File: src/rtl/smp2srgb_pkg.sv
// Shared types, constants and the sRGB code threshold table.
`timescale 1ns / 1ps

package smp2srgb_pkg;

  localparam int unsigned CodeW          = 8;
  localparam int unsigned NumCodes       = 256;
  localparam int unsigned KeyW           = 31;
  localparam int unsigned LastLinearCode = 10;
  localparam int unsigned PowDenom       = 269025;
  localparam int unsigned LinScale       = 32946;
  localparam logic [31:0] OnePattern     = 32'h3F80_0000;
  localparam logic [KeyW-1:0] InfPattern = 31'h7F80_0000;

  typedef enum logic [1:0] {
    SampleUint   = 2'd0,
    SampleHalf   = 2'd1,
    SampleSingle = 2'd2
  } sample_type_e;

  // One item in flight through the threshold search.
  typedef struct packed {
    logic             valid;
    logic [KeyW-1:0]  key;
    logic [CodeW-1:0] code;
  } srch_t;

  typedef logic [NumCodes-1:0][31:0] thr_tab_t;

  // True when the positive single with bit pattern pat encodes to at least code.
  // Exact integer comparison, evaluated only while the table is built.
  function automatic logic reaches_code(input logic [31:0] pat, input int unsigned code);
    logic [511:0] lhs;
    logic [511:0] rhs;
    logic [511:0] mant;
    int unsigned  ex;
    int unsigned  sh;
    int unsigned  num;
    ex = {24'd0, pat[30:23]};
    if (ex == 0) return 1'b0;
    if (pat >= OnePattern) return 1'b1;
    mant = {488'd0, 1'b1, pat[22:0]};
    sh = 150 - ex;
    if (code <= LastLinearCode) begin
      if (ex < 100) return 1'b0;
      lhs = mant * 512'(LinScale);
      rhs = 512'(10 * code) << sh;
    end else begin
      if (ex < 118) return 1'b0;
      num = 1000 * code + 14025;
      lhs = mant;
      for (int i = 0; i < 4; i++) lhs = lhs * mant;
      rhs = 512'd1;
      for (int i = 0; i < 12; i++) begin
        lhs = lhs * 512'(PowDenom);
        rhs = rhs * 512'(num);
      end
      rhs = rhs << (5 * sh);
    end
    return (lhs >= rhs);
  endfunction

  // Entry k is the smallest single pattern that encodes to k or more.
  function automatic thr_tab_t build_thr();
    thr_tab_t    tab;
    logic [31:0] lo;
    logic [31:0] hi;
    logic [31:0] mid;
    tab = '0;
    for (int unsigned code = 1; code < NumCodes; code++) begin
      lo = '0;
      hi = OnePattern;
      for (int it = 0; it < 32; it++) begin
        if (lo < hi) begin
          mid = lo + ((hi - lo) >> 1);
          if (reaches_code(mid, code)) hi = mid;
          else lo = mid + 32'd1;
        end
      end
      tab[CodeW'(code)] = lo;
    end
    return tab;
  endfunction

  localparam thr_tab_t SrgbThr = build_thr();

endpackage

File: src/rtl/smp2srgb_search.sv
// Pipelined binary search of a linear key against the sRGB threshold table.
`timescale 1ns / 1ps

module smp2srgb_search (
  input  logic                 clk_i,
  input  logic                 rst_ni,
  input  logic                 en_i,
  input  smp2srgb_pkg::srch_t  stage_i,
  output smp2srgb_pkg::srch_t  stage_o
);
  import smp2srgb_pkg::*;

  localparam int unsigned NumSteps = CodeW;

  srch_t            chain [NumSteps+1];
  srch_t            st_d  [NumSteps];
  logic             vld_q [NumSteps];
  logic [KeyW-1:0]  key_q [NumSteps];
  logic [CodeW-1:0] code_q[NumSteps];

  assign chain[0] = stage_i;

  // Each stage decides one code bit, most significant first.
  for (genvar i = 0; i < NumSteps; i++) begin : g_step
    localparam logic [CodeW-1:0] TryBit  = CodeW'(1) << (NumSteps - 1 - i);
    localparam logic [CodeW-1:0] LowMask = TryBit - CodeW'(1);
    logic [CodeW-1:0] cand;

    assign cand = chain[i].code | TryBit;

    always_comb begin
      st_d[i] = chain[i];
      if (32'(chain[i].key) >= SrgbThr[cand]) begin
        st_d[i].code = cand;
      end
    end

    always_ff @(posedge clk_i or negedge rst_ni) begin
      if (!rst_ni) begin
        vld_q[i] <= 1'b0;
      end else if (en_i) begin
        vld_q[i] <= st_d[i].valid;
      end
    end

    always_ff @(posedge clk_i) begin
      if (en_i) begin
        key_q[i]  <= st_d[i].key;
        code_q[i] <= st_d[i].code;
      end
    end

    assign chain[i+1] = '{valid: vld_q[i], key: key_q[i], code: code_q[i]};

    // Bits not yet decided must still be clear.
    a_low_bits_clear : assert property (@(posedge clk_i) disable iff (!rst_ni)
      vld_q[i] |-> ((code_q[i] & LowMask) == '0))
      else $error("search stage holds undecided code bits");
  end

  assign stage_o = chain[NumSteps];

  a_final_reached : assert property (@(posedge clk_i) disable iff (!rst_ni)
    stage_o.valid |-> (32'(stage_o.key) >= SrgbThr[stage_o.code]))
    else $error("result code lies above the key");

  a_final_tight : assert property (@(posedge clk_i) disable iff (!rst_ni)
    (stage_o.valid && (stage_o.code != '1)) |->
      (32'(stage_o.key) < SrgbThr[CodeW'(stage_o.code + CodeW'(1))]))
    else $error("result code stops short of the key");

endmodule

File: src/rtl/channel_sample_to_srgb8.sv
// Top level: converts one raw channel sample to an sRGB-encoded byte.
`timescale 1ns / 1ps

// The block accepts one channel sample per clock while the output side does
// not stall, typed as an unsigned 32-bit integer, an IEEE half or an IEEE
// single, and returns floor(255 * f(v)) where f is the sRGB transfer curve. A
// transfer on the input side yields exactly one transfer on the output side,
// in order. The first register stage decodes the sample: a half is widened
// exactly to single precision, an integer becomes zero or one, and negative
// values and NaN are folded to zero. The remaining eight stages perform a
// binary search of the single-precision bit pattern against a constant table
// of 255 code thresholds, one table read and one 32-bit compare per stage,
// deciding one bit of the byte in each. The last search stage is the output
// register. The whole pipeline advances together, so a stall on the output
// holds every stage and the input ready drops only while a finished result
// waits to be taken. Type code three is handled as an unsigned integer, the
// upper half of a half sample is ignored, and +Inf saturates to 255.
module channel_sample_to_srgb8 (
  input  logic        clk_i,
  input  logic        rst_ni,
  input  logic        in_valid_i,
  output logic        in_ready_o,
  input  logic [31:0] sample_bits_i,
  input  logic [1:0]  sample_type_i,
  output logic        out_valid_o,
  input  logic        out_ready_i,
  output logic [7:0]  srgb_byte_o
);
  import smp2srgb_pkg::*;

  logic            adv;
  logic [4:0]      h_exp;
  logic [9:0]      h_man;
  logic [3:0]      lead;
  logic [3:0]      nshift;
  logic [9:0]      norm_man;
  logic [7:0]      sub_exp;
  logic [KeyW-1:0] half_pat;
  logic [KeyW-1:0] pat;
  logic            neg;
  logic            is_uint;
  logic [KeyW-1:0] key_d;
  logic            dec_vld_q;
  logic [KeyW-1:0] dec_key_q;
  srch_t           srch_in;
  srch_t           srch_out;

  // The whole pipeline moves when the output register is empty or drained.
  assign adv        = !out_valid_o || out_ready_i;
  assign in_ready_o = adv;

  // Half to single widening. Subnormal halves are normalized by locating the
  // leading one of the mantissa.
  assign h_exp = sample_bits_i[14:10];
  assign h_man = sample_bits_i[9:0];

  always_comb begin
    lead = '0;
    for (int b = 0; b < 10; b++) begin
      if (h_man[b]) lead = 4'(b);
    end
  end

  assign nshift   = 4'd10 - lead;
  assign norm_man = h_man << nshift;
  assign sub_exp  = 8'd103 + 8'(lead);

  always_comb begin
    case (h_exp)
      5'h1F: half_pat = {8'hFF, h_man, 13'd0};
      5'h00: half_pat = (h_man == '0) ? '0 : {sub_exp, norm_man, 13'd0};
      default: half_pat = {8'(h_exp) + 8'd112, h_man, 13'd0};
    endcase
  end

  // Fold every type into a non-negative search key. Integers map to zero or
  // to the pattern of 1.0; negative values and NaN map to zero.
  always_comb begin
    neg     = 1'b0;
    pat     = '0;
    is_uint = 1'b0;
    case (sample_type_e'(sample_type_i))
      SampleHalf: begin
        neg = sample_bits_i[15];
        pat = half_pat;
      end
      SampleSingle: begin
        neg = sample_bits_i[31];
        pat = sample_bits_i[30:0];
      end
      default: begin
        is_uint = 1'b1;
      end
    endcase
    if (is_uint) begin
      key_d = (sample_bits_i != '0) ? OnePattern[KeyW-1:0] : '0;
    end else if (neg || (pat > InfPattern)) begin
      key_d = '0;
    end else begin
      key_d = pat;
    end
  end

  always_ff @(posedge clk_i or negedge rst_ni) begin
    if (!rst_ni) begin
      dec_vld_q <= 1'b0;
    end else if (adv) begin
      dec_vld_q <= in_valid_i;
    end
  end

  always_ff @(posedge clk_i) begin
    if (adv) begin
      dec_key_q <= key_d;
    end
  end

  assign srch_in = '{valid: dec_vld_q, key: dec_key_q, code: '0};

  smp2srgb_search u_search (
    .clk_i   (clk_i),
    .rst_ni  (rst_ni),
    .en_i    (adv),
    .stage_i (srch_in),
    .stage_o (srch_out)
  );

  assign out_valid_o = srch_out.valid;
  assign srgb_byte_o = srch_out.code;

  a_key_bounded : assert property (@(posedge clk_i) disable iff (!rst_ni)
    dec_vld_q |-> (dec_key_q <= InfPattern))
    else $error("decoded key above the infinity pattern");

  a_out_rise_on_advance : assert property (@(posedge clk_i) disable iff (!rst_ni)
    $rose(out_valid_o) |-> $past(in_ready_o))
    else $error("output became valid while the pipeline was held");

  a_out_fall_after_transfer : assert property (@(posedge clk_i) disable iff (!rst_ni)
    $fell(out_valid_o) |-> $past(out_ready_i))
    else $error("output result dropped without a transfer");

endmodule

File: config.mk
export PLATFORM = sky130hd
export DESIGN_NAME = channel_sample_to_srgb8
export DESIGN_NICKNAME = d
export VERILOG_FILES = /design/src/rtl/smp2srgb_pkg.sv /design/src/rtl/smp2srgb_search.sv /design/src/rtl/channel_sample_to_srgb8.sv
export SDC_FILE = /design/constraint.sdc
export NUM_CORES = 1
export LEC_CHECK = 0
export ABC_AREA = 1
export BUFFER_PORTS_ARGS = -buffer_cell sky130_fd_sc_hd__buf_4
export CELL_PAD_IN_SITES_DETAIL_PLACEMENT = 0
export CELL_PAD_IN_SITES_GLOBAL_PLACEMENT = 1
export CORE_MARGIN = 5
export CORE_UTILIZATION = 43
export DETAILED_ROUTE_END_ITERATION = 8
export GPL_ROUTABILITY_DRIVEN = 1
export PLACE_DENSITY_LB_ADDON = 0.12
export SLEW_MARGIN = 20
export SYNTH_ARGS = -nofsm -noshare
export SYNTH_HDL_FRONTEND = slang
export SYNTH_SLANG_ARGS = --single-unit
File: constraint.sdc
create_clock -name clk_i -period 17.5 [get_ports clk_i]
set_input_delay 3.5 -clock clk_i [delete_from_list [all_inputs] [get_ports clk_i]]
set_output_delay 3.5 -clock clk_i [all_outputs]
set_load 0.02 [all_outputs]
Word-level counts from Yosys, hierarchy flattened
Memory sizes are Yosys's and may differ from the RTL's.
Index checks and enable logic that the tools add are counted.
{ "op_classes": {"n_addsub": 3, "magnitude_cmp": 16, "eq_ne": 3, "shifts": 1, "n_mux": 33, "reduce_logical": 7} }
{ "op_table": {"columns": ["operator", "n"], "rows": [
  [">= comparator 31 x 32 -> 1 bit", 7],
  ["2-to-1 mux 32 bit", 7],
  ["case mux 31 bit (2 select lines)", 2],
  ["2-to-1 mux 31 bit", 3],
  ["less-than comparator 8 x 9 -> 1 bit (second input constant)", 7],
  ["2-to-1 mux 4 bit", 8],
  ["nonzero test 32 bit", 1],
  [">= comparator 31 x 30 -> 1 bit (second input constant)", 1],
  ["greater-than comparator 31 bit (second input constant)", 1],
  ["2-to-1 mux 30 bit", 1],
  ["zero test 10 bit", 1],
  ["<< shifter 10 x 4 -> 10 bit", 1],
  ["adder 5 x 7 -> 8 bit (second input constant)", 1],
  ["adder 7 x 4 -> 8 bit (first input constant)", 1],
  ["2-to-1 mux 8 bit", 1],
  ["2-to-1 mux 7 bit", 1],
  ["2-to-1 mux 6 bit", 1],
  ["== test 5 bit (second input constant)", 1],
  ["zero test 5 bit", 1],
  ["2-to-1 mux 5 bit", 1],
  ["2-to-1 mux 1 bit", 4],
  ["2-to-1 mux 2 bit", 2],
  ["subtractor 4 bit (first input constant)", 1],
  ["2-to-1 mux 3 bit", 1],
  ["other kinds (6)", 7]
]} }
{ "word_totals": {"reg_bits": 40, "ram_bits": 312, "romBits": 28672, "input_bits": 38, "n_memories": 9} }
{ "memory_table": {"columns": ["name", "depth", "word_bits", "read_ports", "rd_ports_with_merged_regs", "wr", "line", "rtl"], "rows": [
  ["(name not given)", 128, 32, 1, 0, 0, "smp2srgb_search.sv:33", "if (32'(chain[i].key) >= SrgbThr[cand]) begin"],
  ["(name not given)", 128, 32, 1, 0, 0, "smp2srgb_search.sv:33", null],
  ["(name not given)", 128, 32, 1, 0, 0, "smp2srgb_search.sv:33", null],
  ["(name not given)", 128, 32, 1, 0, 0, "smp2srgb_search.sv:33", null],
  ["(name not given)", 128, 32, 1, 0, 0, "smp2srgb_search.sv:33", null],
  ["(name not given)", 128, 32, 1, 0, 0, "smp2srgb_search.sv:33", null],
  ["+3 memories", null, null, null, null, null, null, null]
]} }

Logic depth before layout (Yosys ltp)
{ "logic_depth": {"ltp_word": 18, "ltp_mapped": 25} }

Hierarchy
A second synthesis with hierarchy kept.
{ "hier_totals": {"cells_unflattened": 7459, "area_unflattened_um2": 45670.1} }
{ "by_module_without_submodules": {"columns": ["mod", "instances", "cells_per_inst", "area_per_inst_um2", "seq_area_each_um2"], "rows": [
  ["smp2srgb_search", 1, 7107, 43003.7, 9569.2],
  ["channel_sample_to_srgb8", 1, 352, 2666.3, 955.9]
]} }

Worst setup path after synthesis
Ideal clock, no wire load.
{ "synth_path": {"path_type": "in2out", "start": "input port out_ready_i", "end": "output port in_ready_o", "arrival_ns": 11.664, "required_ns": 14.000, "slack_ns": 2.336, "cell_stages": 3, "cell_sequence": "inv_1 -> nand2_1 -> clkbuf_1"} }
{ "synth_between": {"elab_chain_len": 1} }
{ "synth_rtl": {"columns": ["item", "line", "rtl"], "rows": [
  ["start, declared", "channel_sample_to_srgb8.sv:26", "input logic out_ready_i,"],
  ["logical OR 1 bit", "channel_sample_to_srgb8.sv:49", "assign adv = !out_valid_o || out_ready_i;"],
  ["end, declared", "channel_sample_to_srgb8.sv:22", "output logic in_ready_o,"]
]} }
Every way passes these cells.

Worst setup path after layout
Same ends and word-level chain as after synthesis.

==> flow_summary.toml <==
[critical_path]
worst-path-buf-inv = 3
r2r_end = "u_search.code_q[1][24]"
arrival_ps = 4280
cpMostUsedCell = "buf_4"
worstSetupPathType = "in -> out"
cp_top_family = "buffers and inverters"
r2r-start = "u_search.code_q[1][21]"
cp-end-kind = "output pin"
crit_slowest_cell = "buf_4"
crit_path_max_fanout = 38
startpoint_type = "input port"
crit_path_max_incr_delay_ps = 290
crit_required_ps = 14000
reg2reg_slack_ps = 12240
crit_start = "out_ready_i"
rr_worst_depth = 16
crit_chain = "buf_4, inv_1, nand2_4, buf_4"

[die]
row_count = 82
initial_core_util = 0.432
fp.dieH_um = 234
die_area_mm2 = 0.0547
die_w_um = 234
io_pins = 48
core_mm2 = 0.0499

[cts]
cts_tree = "yes"
cts_hold_buffers = 0
insertion_delay_ps = 550
numCtsBuffers = 34
postCtsSetupBuffers = 0
cts.repair.resized = 0
cts_buffer_depth = 3
clock-sinks = 293
cts.reportedPaths.clkPinSlew_ps = 60
clock-root-buffer = "clkbuf_16"
h-tree-depth = 2

[routing]
drcViolationCount = 0
routed-wl-met3_mm = 6.87
drt-initial-drc-count = 2532
wl_per_cell_um = 23.9
viasPerCell = 6.07
ant_nets = 0
vias = 20000
drt-met1-wl_mm = 28.2
dr.max_layer_used = "met5"
wirelength_mm = 78.6
wl_met2_mm = 37.8
drt-pass1-iter-count = 8

[final_layout]
ff_latch_area_mm2 = 0.00875
syn2layout_area_growth_pct = 9.42
fin_util = 0.473
multi_input_area_mm2 = 0.0113
num-fill-cells = 4913
fin_nets = 2874
diodes = 0
drive_gt1_frac = 0.0745

[timing]
hold_viol = 0
skew_ps = 19.7
slew_viol_final = 0
timing.fmax_mhz = 129
setup_viol = 0
layout_min_cycle_time_ps = 7780
rsz0062_at_grt = "false"
slew_headroom = 0.158
min_period_over_period = 0.445
finalSetupTns_ps = 0
worst_slew_pin_slew_ps = 1250

[run]
drv_cap = 0

[yosys]
yosys_most_used_dff = "edfxtp_1"
syn-num-nets = 2863
synth_seq_cells = 293
netlist_area_mm2 = 0.0216
postSynthAreaPerCell_um2 = 8.35
seq_area_frac_synth = 0.406
ys_warn_count = 0
synth-edff-count = 284
synthCells = 2583
async_flop_share = 0.0307
ys_types = 60

[run_status]
outcome = "finished clean"

[min_path]
hp-start = "dec_key_q[0]"
worstHoldPathType = "reg -> reg"
hold_path_end = "u_search.key_q[0][0]"
min_path_cells = 0

[global_route]
grt_pass1_wl_mm = 116
grt_pass1_vias = 19100
grt_use_total = 0.280
antenna_found_initial = 1
grt_max_degree = 85
gr-total-overflow = 0

[place]
place.gp.congestion = 1.04
port_buffers = 47
hpwl_mm = 60.0
-- cells in the final DEF (no fill, tap or decap), drive strengths merged, types with 33 or more instances in the layout --
cell type | synthesis | routed
edfxtp | 284 | 284
inv | 268 | 275
a21oi | 194 | 194
a31oi | 37 | 37
nor2 | 302 | 302
ha | 242 | 242
buf | 22 | 79
nand4 | 35 | 35
nand2 | 514 | 514
nand3 | 133 | 133
nor3 | 33 | 33
clkbuf | 82 | 39
o21ai | 189 | 189
-- final cells by class --
cell class	count	share of cell area
Inverter	276	0.0439
Clock inverter	20	0.00716
Timing Repair Buffer	79	0.0251
Multi-Input combinational cell	1910	0.480
Sequential cell	293	0.371
Clock buffer	39	0.0369
Tap cell	672	0.0356
-- synth_stat cells, drive strengths merged, types with 3 or more instances --
master,number,area [um^2]
nor2,302,1250
a31oi,37,231
o2111ai,5,43.8
a32oi,17,149
nand3b,4,30.0
a22oi,8,60.1
o32ai,5,43.8
clkbuf,82,308
nand2,514,1970
a21o,5,37.5
dfrtp,9,225
o21a,6,45.0
inv,268,1010
nor4,7,43.8
a21boi,5,41.3
o21ai,189,946
clkinv,8,30.0
buf,22,144
a2111oi,4,35.0
or2,7,43.8
nand4,35,219
ha,242,3030
a32o,6,60.1
edfxtp,284,8530
o21bai,5,37.5
nand3,133,683
o221a,3,33.8
a211oi,17,128
a21oi,194,986
o311ai,17,149
mux2,3,33.8
o221ai,21,184
o31ai,20,150
o22ai,20,125
nor3,33,165
a221oi,10,87.6
o211ai,24,180
-- stage by stage --
stage / setup slack, ps / hold WS, ps / area [um^2] / std cells
final: 9720 / 445 / 23600 / 3289
after global routing: 9640 / 454 / 23600 / 3289
after CTS: 9700 / 444 / 23600 / 3289
after detailed placement: 9700 / 434 / 22600 / 3230
after global placement: 9710 / 425 / 22600 / 3230
after floorplan: 2340 / 417 / 21600 / 2583
-- flip-flops by register name, summed over array words and instances, names as in the netlist --
| name | cells |
|---|---|
| dec_key_q | 31 |
| u_search.chain | 7 |
| u_search.code_q | 36 |
| u_search.key_q | 217 |
| u_search.stage_o | 1 |
| dec_vld_q | 1 |
-- metal layers --
layer / GRT usage / up-vias
met5: 0 / -
met4: 0.168 / 2
met1: 0.324 / 9300
met3: 0.0505 / 297
li1: - / 9191
met2: 0.484 / 1178
-- worst max-delay path by stage --
stage                 endpoint  cells past startpoint
CTS                 in_ready_o                      4
detailed placement  in_ready_o                      4
floorplan           in_ready_o                      3
finish              in_ready_o                      4
global placement    in_ready_o                      4
global route        in_ready_o                      4
-- cells by family (layout without fill, tap and decap cells) --
group | after synthesis | count (layout) | synth area share
simple gates | 1038 | 1038 | 0.205
compound gates | 627 | 627 | 0.178
buf+inv | 380 | 414 | 0.0690
flops | 293 | 293 | 0.406
fa+ha+maj | 242 | 242 | 0.140
mux | 3 | 3 | 0.00157
Power is left out: the tool's default activity adds up to more than one toggle a clock period on the data nets, which glitch-free logic cannot reach.
